`src/sv/slim_pkg.sv`:
```
package slim_pkg;

  localparam int VALUE_W = 31;
  localparam int CMD_W   = 2;

  typedef logic [VALUE_W-1:0] value_t;
  typedef logic [CMD_W-1:0]   cmd_t;

  localparam cmd_t CMD_APPEND_A = 2'd0;
  localparam cmd_t CMD_APPEND_B = 2'd1;
  localparam cmd_t CMD_RUN      = 2'd2;
  localparam cmd_t CMD_NONE     = 2'd3;

  localparam logic MODE_INTERSECT = 1'b0;
  localparam logic MODE_MERGE     = 1'b1;

endpackage

```
`src/sv/slim_if.sv`:
```
interface slim_cmd_if;
  logic             valid;
  logic             ready;
  slim_pkg::cmd_t   command;
  slim_pkg::value_t item_value;

  modport source (output valid, command, item_value, input ready);
  modport sink   (input valid, command, item_value, output ready);
endinterface

interface slim_res_if;
  logic             valid;
  logic             ready;
  slim_pkg::value_t result_value;
  logic             last_result;
  logic             empty_result;
  logic             overflow_seen;

  modport source (output valid, result_value, last_result, empty_result, overflow_seen,
                  input ready);
  modport sink   (input valid, result_value, last_result, empty_result, overflow_seen,
                  output ready);
endinterface

interface slim_cfg_if;
  logic valid;
  logic ready;
  logic set_mode;

  modport source (output valid, set_mode, input ready);
  modport sink   (input valid, set_mode, output ready);
endinterface

```
`src/sv/slim_ram.sv`:
```
module slim_ram #(
  parameter int WIDTH = 31,
  parameter int DEPTH = 32
) (
  input  logic                                   clk,
  input  logic                                   we,
  input  logic [(DEPTH > 1 ? $clog2(DEPTH) : 1)-1:0] waddr,
  input  logic [WIDTH-1:0]                       wdata,
  input  logic [(DEPTH > 1 ? $clog2(DEPTH) : 1)-1:0] raddr,
  output logic [WIDTH-1:0]                       rdata
);

  logic [WIDTH-1:0] mem [DEPTH];

  always_ff @(posedge clk) begin
    if (we) begin
      mem[waddr] <= wdata;
    end
    rdata <= mem[raddr];
  end

endmodule

```
`src/sv/sorted_list_intersect_merge_top.sv`:
```
// append items are accepted back to back, one per cycle, while no run is in progress (idle)
// a run walks the lists in steps, each a ram read (fetch) then a compare, and then closes;
// a compare that must push out a held hit, and the close, stall while the result side is busy
// a found result is held and leaves when the next one is found, the last one at close
// synchronous active-high reset clears counts, overflow flag, mode and control;
// list memories are not cleared, only entries below the counts are ever used
module sorted_list_intersect_merge_top #(
  parameter int LIST_DEPTH = 32
) (
  input logic       clk,
  input logic       rst,
  slim_cmd_if.sink  item_in,
  slim_res_if.source result_out,
  slim_cfg_if.sink  cfg
);
  import slim_pkg::*;

  localparam int CW = $clog2(LIST_DEPTH + 1);
  localparam int AW = (LIST_DEPTH > 1) ? $clog2(LIST_DEPTH) : 1;
  localparam logic [CW-1:0] FULL = CW'(LIST_DEPTH);

  typedef enum logic [1:0] {S_IDLE, S_FETCH, S_COMPARE, S_FINISH} state_t;

  state_t        state;
  logic          set_mode;
  logic [CW-1:0] count_a, count_b;
  logic [CW-1:0] ptr_a, ptr_b;
  logic          overflow_flag;
  value_t        held_value;
  logic          held_valid;
  value_t        rd_a, rd_b;

  logic    in_fire, append_a, append_b;
  logic    out_free;
  logic    res_load;
  logic    a_left, b_left, walk_done;
  logic    emit, adv_a, adv_b;
  value_t  emit_value;

  assign cfg.ready     = 1'b1;
  assign item_in.ready = (state == S_IDLE);
  assign in_fire       = item_in.valid && item_in.ready;
  assign append_a      = in_fire && (item_in.command == CMD_APPEND_A) && (count_a < FULL);
  assign append_b      = in_fire && (item_in.command == CMD_APPEND_B) && (count_b < FULL);
  assign out_free      = !result_out.valid || result_out.ready;
  // result register loads on a pushed-out hit or at run close
  assign res_load      = ((state == S_COMPARE) && emit && held_valid && out_free) ||
                         ((state == S_FINISH) && out_free);

  slim_ram #(.WIDTH(VALUE_W), .DEPTH(LIST_DEPTH)) u_ram_a (
    .clk   (clk),
    .we    (append_a),
    .waddr (count_a[AW-1:0]),
    .wdata (item_in.item_value),
    .raddr (ptr_a[AW-1:0]),
    .rdata (rd_a)
  );

  slim_ram #(.WIDTH(VALUE_W), .DEPTH(LIST_DEPTH)) u_ram_b (
    .clk   (clk),
    .we    (append_b),
    .waddr (count_b[AW-1:0]),
    .wdata (item_in.item_value),
    .raddr (ptr_b[AW-1:0]),
    .rdata (rd_b)
  );

  assign a_left    = ptr_a < count_a;
  assign b_left    = ptr_b < count_b;
  assign walk_done = (set_mode == MODE_MERGE) ? (!a_left && !b_left) : (!a_left || !b_left);

  always_comb begin
    emit       = 1'b0;
    adv_a      = 1'b0;
    adv_b      = 1'b0;
    emit_value = rd_a;
    if (set_mode == MODE_MERGE) begin
      emit = 1'b1;
      if (!a_left) begin
        adv_b = 1'b1;
      end else if (!b_left) begin
        adv_a = 1'b1;
      end else begin
        adv_a = (rd_a <= rd_b);
        adv_b = !adv_a;
      end
      emit_value = adv_a ? rd_a : rd_b;
    end else begin
      if (rd_a > rd_b) begin
        adv_b = 1'b1;
      end else begin
        adv_a = 1'b1;
        emit  = (rd_a == rd_b);
      end
    end
  end

  always_ff @(posedge clk) begin
    if (rst) begin
      state            <= S_IDLE;
      set_mode         <= 1'b0;
      count_a          <= '0;
      count_b          <= '0;
      ptr_a            <= '0;
      ptr_b            <= '0;
      overflow_flag    <= 1'b0;
      held_valid       <= 1'b0;
      result_out.valid <= 1'b0;
    end else begin
      if (cfg.valid && cfg.ready) begin
        set_mode <= cfg.set_mode;
      end
      if (res_load) begin
        result_out.valid <= 1'b1;
      end else if (result_out.ready) begin
        result_out.valid <= 1'b0;
      end
      case (state)
        S_IDLE: begin
          if (in_fire) begin
            case (item_in.command)
              CMD_APPEND_A: begin
                if (append_a) count_a <= count_a + 1'b1;
                else          overflow_flag <= 1'b1;
              end
              CMD_APPEND_B: begin
                if (append_b) count_b <= count_b + 1'b1;
                else          overflow_flag <= 1'b1;
              end
              CMD_RUN: begin
                ptr_a <= '0;
                ptr_b <= '0;
                state <= S_FETCH;
              end
              default: ;
            endcase
          end
        end
        S_FETCH: begin
          state <= walk_done ? S_FINISH : S_COMPARE;
        end
        S_COMPARE: begin
          // a new hit pushes the held one out, so stall if the output is busy
          if (!(emit && held_valid && !out_free)) begin
            if (emit) begin
              if (held_valid) begin
                result_out.result_value  <= held_value;
                result_out.last_result   <= 1'b0;
                result_out.empty_result  <= 1'b0;
                result_out.overflow_seen <= overflow_flag;
              end
              held_value <= emit_value;
              held_valid <= 1'b1;
            end
            if (adv_a) ptr_a <= ptr_a + 1'b1;
            if (adv_b) ptr_b <= ptr_b + 1'b1;
            state <= S_FETCH;
          end
        end
        S_FINISH: begin
          if (out_free) begin
            result_out.result_value  <= held_valid ? held_value : '0;
            result_out.last_result   <= 1'b1;
            result_out.empty_result  <= !held_valid;
            result_out.overflow_seen <= overflow_flag;
            held_valid    <= 1'b0;
            count_a       <= '0;
            count_b       <= '0;
            overflow_flag <= 1'b0;
            state         <= S_IDLE;
          end
        end
        default: state <= S_IDLE;
      endcase
    end
  end

  a_count_bound: assert property (@(posedge clk) disable iff (rst)
    (count_a <= FULL) && (count_b <= FULL))
    else $error("list count beyond depth");

  a_ptr_bound: assert property (@(posedge clk) disable iff (rst)
    (state == S_COMPARE) |-> ((ptr_a <= count_a) && (ptr_b <= count_b)))
    else $error("walk pointer beyond list count");

  a_run_clears: assert property (@(posedge clk) disable iff (rst)
    (state == S_FINISH && out_free) |=> (count_a == '0 && count_b == '0 && !overflow_flag
                                         && !held_valid && result_out.last_result))
    else $error("run close did not clear lists");

  a_empty_is_last: assert property (@(posedge clk) disable iff (rst)
    (result_out.valid && result_out.empty_result) |-> result_out.last_result)
    else $error("empty result not marked last");

  a_idle_nothing_held: assert property (@(posedge clk) disable iff (rst)
    (state == S_IDLE) |-> !held_valid)
    else $error("result held while idle");

endmodule
```
`src/flat_wrapper.sv`:
```
// flat-port wrapper written by rule: the top's interface ports become plain ports
module sorted_list_intersect_merge_top_flat import slim_pkg::*;
#(
  parameter int LIST_DEPTH = 32
)
  (clk, rst, item_in_valid, item_in_command, item_in_item_value, item_in_ready, result_out_valid, result_out_result_value, result_out_last_result, result_out_empty_result, result_out_overflow_seen, result_out_ready, cfg_valid, cfg_set_mode, cfg_ready);
  slim_cmd_if item_in_i ();
  slim_res_if result_out_i ();
  slim_cfg_if cfg_i ();
  input logic clk;
  input logic rst;
  input wire logic [$bits(item_in_i.valid)-1:0] item_in_valid;
  input wire logic [$bits(item_in_i.command)-1:0] item_in_command;
  input wire logic [$bits(item_in_i.item_value)-1:0] item_in_item_value;
  output wire logic [$bits(item_in_i.ready)-1:0] item_in_ready;
  output wire logic [$bits(result_out_i.valid)-1:0] result_out_valid;
  output wire logic [$bits(result_out_i.result_value)-1:0] result_out_result_value;
  output wire logic [$bits(result_out_i.last_result)-1:0] result_out_last_result;
  output wire logic [$bits(result_out_i.empty_result)-1:0] result_out_empty_result;
  output wire logic [$bits(result_out_i.overflow_seen)-1:0] result_out_overflow_seen;
  input wire logic [$bits(result_out_i.ready)-1:0] result_out_ready;
  input wire logic [$bits(cfg_i.valid)-1:0] cfg_valid;
  input wire logic [$bits(cfg_i.set_mode)-1:0] cfg_set_mode;
  output wire logic [$bits(cfg_i.ready)-1:0] cfg_ready;
  assign item_in_i.valid = item_in_valid;
  assign item_in_i.command = item_in_command;
  assign item_in_i.item_value = item_in_item_value;
  assign item_in_ready = item_in_i.ready;
  assign result_out_valid = result_out_i.valid;
  assign result_out_result_value = result_out_i.result_value;
  assign result_out_last_result = result_out_i.last_result;
  assign result_out_empty_result = result_out_i.empty_result;
  assign result_out_overflow_seen = result_out_i.overflow_seen;
  assign result_out_i.ready = result_out_ready;
  assign cfg_i.valid = cfg_valid;
  assign cfg_i.set_mode = cfg_set_mode;
  assign cfg_ready = cfg_i.ready;
  sorted_list_intersect_merge_top #(.LIST_DEPTH(LIST_DEPTH)) u_core (.clk(clk), .rst(rst), .item_in(item_in_i), .result_out(result_out_i), .cfg(cfg_i));
endmodule
```
`config.mk`:
```
export PLATFORM = sky130hd
export DESIGN_NAME = sorted_list_intersect_merge_top_flat
export DESIGN_NICKNAME = d
export VERILOG_FILES = /design/src/sv/slim_pkg.sv /design/src/sv/slim_if.sv /design/src/sv/slim_ram.sv /design/src/sv/sorted_list_intersect_merge_top.sv /design/src/flat_wrapper.sv
export SDC_FILE = /design/constraint.sdc
export NUM_CORES = 2
export LEC_CHECK = 0
export ABC_AREA = 1
export BUFFER_PORTS_ARGS = -buffer_cell sky130_fd_sc_hd__buf_2
export CAP_MARGIN = 20
export CORE_MARGIN = 2
export CORE_UTILIZATION = 45
export CTS_CLUSTER_SIZE = 20
export DETAILED_ROUTE_END_ITERATION = 7
export PLACE_DENSITY_LB_ADDON = 0.15
export SETUP_SLACK_MARGIN = 0.05
export SYNTH_ARGS = -nofsm -noshare
export SYNTH_HDL_FRONTEND = slang
export SYNTH_SLANG_ARGS = --single-unit
```
`constraint.sdc`:
```
create_clock -name clk -period 6.2 [get_ports clk]
set_clock_uncertainty 0.1 [all_clocks]
set_input_delay 0.62 -clock clk [delete_from_list [all_inputs] [get_ports clk]]
set_output_delay 0.62 -clock clk [all_outputs]
set_load 0.02 [all_outputs]
```
Yosys cells after proc, flatten, opt, wreduce, memory -nomap -nowiden
Memories as Yosys holds them, arrays and structs flattened. A register that Yosys moved wholly into a read port is not among the register bits.
Cells that the tools add are included.
{"block": "totals", "ff_bits": 95, "latch_bits": 0, "ram_bits": 1984, "mem_bits_ro": 0, "inputBits": 39, "out_inout_bits": 37, "word_cells": 155, "memories": 2}
{"memory": "u_core.u_ram_a.mem", "words": 32, "word_bits": 31, "rd": 1, "rd_ports_with_merged_regs": 1, "write_ports": 1, "line_no": "slim_ram.sv:13", "text": "logic [WIDTH-1:0] mem [DEPTH];"}
{"memory": "u_core.u_ram_b.mem", "words": 32, "word_bits": 31, "rd": 1, "rd_ports_with_merged_regs": 1, "write_ports": 1, "line_no": "slim_ram.sv:13"}
{"block": "op_classes", "add_sub_neg": 4, "multipliers": 0, "n_div": 0, "magnitude_cmp": 6, "n_eq_ne": 21, "shift": 0, "muxes": 70, "bitwise": 2, "n_reduce_logical": 36}
{"cell": "2-to-1 mux 31 bit", "n": 7}
{"cell": "2-to-1 mux 6 bit", "n": 13}
{"cell": "case mux 31 bit (2 select lines)", "n": 1}
{"cell": "case mux 6 bit (2 select lines)", "n": 4}
{"cell": "2-to-1 mux 1 bit", "n": 34}
{"cell": "equality test 31 bit", "n": 1}
{"cell": "greater-than comparator 31 bit", "n": 1}
{"cell": "less-or-equal comparator 31 bit", "n": 1}
{"cell": "adder 6 x 1 -> 6 bit, second input constant", "n": 4}
{"cell": "AND reduction 5 bit", "n": 4}
{"cell": "!= test 2 bit, second input constant", "n": 7}
{"cell": "logical AND 1 bit", "n": 12}
{"cell": "less-than comparator 6 bit", "n": 2}
{"cell": "less-than comparator 6 bit, second input constant", "n": 2}
{"cell": "case mux 1 bit (2 select lines)", "n": 6}
{"cell": "AND reduction 4 bit", "n": 3}
{"cell": "AND reduction 6 bit", "n": 2}
{"cell": "!= test 2 x 1 -> 1 bit, second input constant", "n": 5}
{"cell": "!= test 3 bit, second input constant", "n": 3}
{"cell": "2-to-1 mux 2 bit", "n": 4}
{"cell": "case mux 2 bit (4 select lines)", "n": 1}
{"cell": "nonzero test 2 bit", "n": 4}
{"cell": "equality test 2 bit, second input constant", "n": 3}
{"cell": "logical NOT 1 bit", "n": 6}
{"cell": "other kinds (4)", "n": 9}

Logic depth before layout (Yosys ltp)
{"block": "depth", "word_depth": 8, "ltp_mapped": 18, "ltp_nobuf": 18}

Cells and area by module
A second synthesis with hierarchy kept.
{"block": "hier_totals", "cells_unflattened": 7485, "hier_area_um2": 86809.5}
{"mod": "slim_ram", "instances": 2, "cells_each": 3426, "area_per_inst_um2": 40680.3, "seq_area_each_um2": 30409.2}
{"mod": "sorted_list_intersect_merge_top", "instances": 1, "cells_each": 633, "area_per_inst_um2": 5449.0, "seq_area_each_um2": 2552.4}

Worst setup path before layout
Ideal clock, no wire load.
{"block": "synth_timing", "kind": "reg2reg", "startpoint": "register u_core.u_ram_b.rdata[26], read port of u_core.u_ram_b.mem", "endpoint": "register u_core.result_out.empty_result (enable)", "setup_ps": 477, "arrival_time_ps": 3896, "required_time_ps": 5623, "path_slack_ps": 1727, "path_stages_with_launch": 11, "n_path_buf": 0, "synth_period_minus_slack_ps": 4473, "path_cell_list": "dfxtp_1 > inv_1 > ha_1 > nand2_1 > nor2_1 > nand3_1 > nor3_1 > nand4_1 > a21oi_1 > nand2_1 > a211oi_1"}
{"block": "synth_via", "elab_chain_cells": 7, "word_cells_on_any_way": 9, "cone_classes": "order compare: 1; eq/ne: 3; mux: 2; reduce/logical: 3"}
{"item": "start, declared", "line_no": "slim_ram.sv:10", "text": "output logic [WIDTH-1:0] rdata"}
{"item": "greater-than comparator 31 bit / equality test 31 bit (equally long branches)", "line_no": "sorted_list_intersect_merge_top.sv:89, sorted_list_intersect_merge_top.sv:93"}
{"item": "2-to-1 mux 1 bit *", "line_no": "sorted_list_intersect_merge_top.sv:89", "text": "if (rd_a > rd_b) begin"}
{"item": "2-to-1 mux 1 bit *", "line_no": "sorted_list_intersect_merge_top.sv:77", "text": "if (set_mode == MODE_MERGE) begin"}
{"item": "logical AND 1 bit (2 in a row)", "line_no": "sorted_list_intersect_merge_top.sv:144", "text": "if (!(emit && held_valid && !out_free)) begin"}
{"item": "!= test 2 bit (no source line)"}
{"item": "AND reduction 6 bit (no source line) *"}
{"item": "end signal, assigned", "line_no": "sorted_list_intersect_merge_top.sv:164", "text": "result_out.empty_result <= !held_valid;"}
{"item": "end, declared", "line_no": "slim_if.sv:19", "text": "modport source (output valid, result_value, last_result, empty_result, overflow_seen,"}
Every way passes the cells marked *; elsewhere a longest branch is shown, timed or not.
A chain may end at the register's enable or synchronous reset.

Final worst setup path
{"block": "layout_timing", "startpoint": "register u_core.state[1]", "endpoint": "memory u_core.u_ram_a.mem[1][12] (enable)"}
{"block": "layout_via", "elab_chain_cells": 6}
{"item": "start, declared", "line_no": "sorted_list_intersect_merge_top.sv:24", "text": "state_t state;"}
{"item": "start signal, assigned", "line_no": "sorted_list_intersect_merge_top.sv:140", "text": "state <= walk_done ? S_FINISH : S_COMPARE;"}
{"item": "logical NOT 2 bit", "line_no": "sorted_list_intersect_merge_top.sv:41", "text": "assign item_in.ready = (state == S_IDLE);"}
{"item": "logical AND 1 bit", "line_no": "sorted_list_intersect_merge_top.sv:42", "text": "assign in_fire = item_in.valid && item_in.ready;"}
{"item": "logical AND 1 bit (2 in a row)", "line_no": "sorted_list_intersect_merge_top.sv:43", "text": "assign append_a = in_fire && (item_in.command == CMD_APPEND_A) && (count_a < FULL);"}
{"item": "2-to-1 mux 1 bit", "line_no": "slim_ram.sv:16", "text": "if (we) begin"}
{"item": "2-to-1 mux 1 bit (not written as such)", "line_no": "slim_ram.sv:17", "text": "mem[waddr] <= wdata;"}
{"item": "end, declared", "line_no": "slim_ram.sv:13"}
Every way passes these cells.

==> results.cfg <==
[power]
maximum_vdd_drop_mv = 0.2620
power_leakage_nw = 30.35
cellPowerDensity_nw_per_um2 = 387.5

[sta]
timing_worst_slew_pin_value_ns = 1.025
rsz0062_at_grt = no
final_critical_path_setup_slack_ns = 2.437
timing.setup.tns_ns = 0
report.final.hold_viol_count = 0
maxSlewHeadroom = 0.3135
fmaxAchievable_ghz = 0.2657
min_cycle_time_layout_ns = 3.763
report.final.slew_viol_count = 0
finalSetupViolCount = 0
finalCritPeriodShare = 0.6070

[clocking]
ctsHtreeMaxLevel = 4
clock_tree.buffer_depth = 3
tritoncts.num_buffers = 216
cts_repair_resize_count = 0
clockRootBuffer = clkbuf_16
number_of_post_cts_setup_repair_buffers = 0
tritoncts = built
clkTransAtPathRegs_ns = 0.07
cts_hold_buf = 3
clock_insertion_delay_worst_skew_ns = 0.86
clkSinkCount = 2141

[grt]
antenna_found_initial = 21
maximum_number_of_pins_on_one_net_before_global_route_repair = 164
grt_first_pass_wirelength_mm = 366.8
grt_total_ovfl = 0
first_global_vias = 50510
gr-usage-all-layers = 0.2678

[synthesis]
postSynthAreaPerCell_um2 = 13.56
synthesized_netlist_cell_count = 6144
mappedNetlistNets = 6234
yosys_most_used_dff = edfxtp_1
synthMostInstantiatedCell = edfxtp_1
netlist_top_cells_count = edfxtp_1 (2049), nor2_1 (1309), o21ai_0 (1061), o221ai_1 (352), clkbuf_1 (331)
yosysWarningCount = 0
postSynth.asyncResetShare = 0
synth_edf_count = 2049
synth.top_cell.area_share = 0.7383
syn_area_um2 = 83340
leading_cell_types_by_total_area_after_synthesis = edfxtp_1 (74%), o21ai_0 (6.4%), nor2_1 (5.9%)
synth_top_area_cell = edfxtp_1
part_of_the_yosys_area_used_for_sequential_elements = 0.7604
yosysUniqueCellTypes = 40
synth.ff_latch_count = 2141

[drt]
final_ant_viol_nets = 0
first_pass_iters = 6
detail_route.iter0.violations = 6543
avgRoutedWirePerCell_um = 28.93
routed_wirelength_mm = 255.1
routed-via-count = 53360
drt_via_density = 6.050
drc = 0

[finish]
area_growth_pct = 13.38
total_area_of_multi_input_combinational_cells_um2 = 18200
fill_cells = 15540
drive_above_1_share = 0.1044
register_area_um2 = 63400
num-nets-final = 6253

[run]
cap_viol_max_count = 0

[place]
placement.io_buffers = 74
place_congestion = 0.8541
post_dp_hpwl_mm = 144.2
place_ws_ns = 2.307

[die]
floorplan.io_pins = 76
die-area_um2 = 188700
floorplan.core_area_um2 = 183500
initial_utilization = 0.4542
die_w_um = 434.4
rows = 157
die_h_um = 434.4

[worst_hold_path]
holdCritPathClass = input port to register

[setup_path]
cp_max_fo = 18
reg2reg_setup_slack_ns = 2.44
start_kind = register
worstSetupPathType = register to register
timing.critical_path.to_type = register
critical_path_arrival_ns = 4.16
cp.required_ns = 6.60

[status]
run_status = finished, final reports clean
[worst paths after layout]
check | cells past startpoint | startpoint | endpoint
setup / recovery | 8 | u_core.state[1] | u_core.u_ram_a.mem[1][12]
hold / removal | 2 | rst | u_core.set_mode
setup reg to reg | 8 | u_core.state[1] | u_core.u_ram_a.mem[1][12]
hold reg to reg | 1 | u_core.count_a[0] | u_core.count_a[0]
[routing by layer]
metal / part of all wire / track usage / up-vias
met5: 0.00020 / 0 / -
met4: 0.030 / 0.08276 / 8
met3: 0.073 / 0.04178 / 395
met2: 0.47 / 0.4288 / 2406
met1: 0.42 / 0.3781 / 27230
li1: - / - / 23320
[where the power goes]
| part | leakage (nW) | internal [mW] | switching, mW | total [mW] |
|---|---|---|---|---|
| combinational | 7.68 | 1.85 | 5.09 | 6.94 |
| clock | 3.48 | 7.51 | 5.58 | 13.1 |
| sequential | 19.2 | 16.2 | 0.408 | 16.6 |
| total | 30.4 | 25.5 | 11.1 | 36.6 |
[registers in the layout (all words and copies together) (netlist names)]
signal,cells
u_core.ptr_a,6
u_core.ptr_b,6
u_core.held_valid,1
u_core.u_ram_b.mem,992
u_core.u_ram_a.mem,992
u_core.overflow_flag,1
u_core.state,2
u_core.result_out.overflow_seen,1
u_core.count_b,6
u_core.result_out.result_value,31
u_core.count_a,6
u_core.result_out.valid,1
u_core.held_value,31
u_core.set_mode,1
u_core.u_ram_b.rdata,31
u_core.result_out.empty_result,1
u_core.u_ram_a.rdata,31
u_core.result_out.last_result,1
[metrics by stage]
step / total power, mW / hold slack, ns / instances / instance area [µm²] / util
after global placement: 23.72 / 0.3853 / 8384 / 86860 / 0.4734
after global routing: 37.89 / 0.03524 / 8818 / 94480 / 0.5150
after floorplan: 20.72 / 0.3088 / 6144 / 83340 / -
after detailed placement: 23.76 / 0.4035 / 8405 / 87290 / 0.4758
final: 36.61 / 0.06919 / 8819 / 94490 / 0.5150
after CTS: 36.71 / 0.02545 / 8816 / 94460 / 0.5149
[layout by cell type, fill, tap and decap left out, drive strengths merged, types with 2 or more instances in the layout]
| cell type | instances |
|---|---|
| dlygate4sd3 | 3 |
| o221ai | 352 |
| a21oi | 74 |
| dfxtp | 92 |
| a21o | 2 |
| clkinvlp | 8 |
| o22ai | 144 |
| nor2 | 1311 |
| ha | 51 |
| a31oi | 65 |
| nand3 | 160 |
| clkbuf | 301 |
| edfxtp | 2049 |
| diode | 2 |
| and2 | 2 |
| buf | 239 |
| a32oi | 53 |
| bufinv | 17 |
| o21ai | 1088 |
| nand2 | 113 |
| inv | 130 |
| nand4 | 5 |
| a211oi | 3 |
| clkinv | 78 |
| nor3 | 4 |
[worst max-delay path, stage by stage, from the launching register on]
cell and delay (ns):
dfxtp_1 0.40, nor2_4 0.26, nand2_2 0.10, nor2_2 0.15, nand3_2 0.23, inv_1 0.20, nand2_1 0.55, nor2_4 0.86
buf_4 0.51
[logic make-up (layout without fill, tap and decap cells)]
group           after synthesis  after routing  synth area share
simple gates               1598           1598           0.07538
other cells                   1              3        0.00004500
flops                      2141           2141            0.7604
buf+inv                     567            776           0.02735
fa+ha+maj                    51             51          0.007657
compound gates             1786           1786            0.1292
[area by class of cell]
type	count	area share
multi-input combinational	3436	0.1926
clock inverter	107	0.01165
clock buffer	301	0.06389
inverter	126	0.005376
antenna	2	0.00005297
sequential	2141	0.6710
timing repair buffer	242	0.02286
tap	2464	0.03263
(Power assumes the default switching activity.)
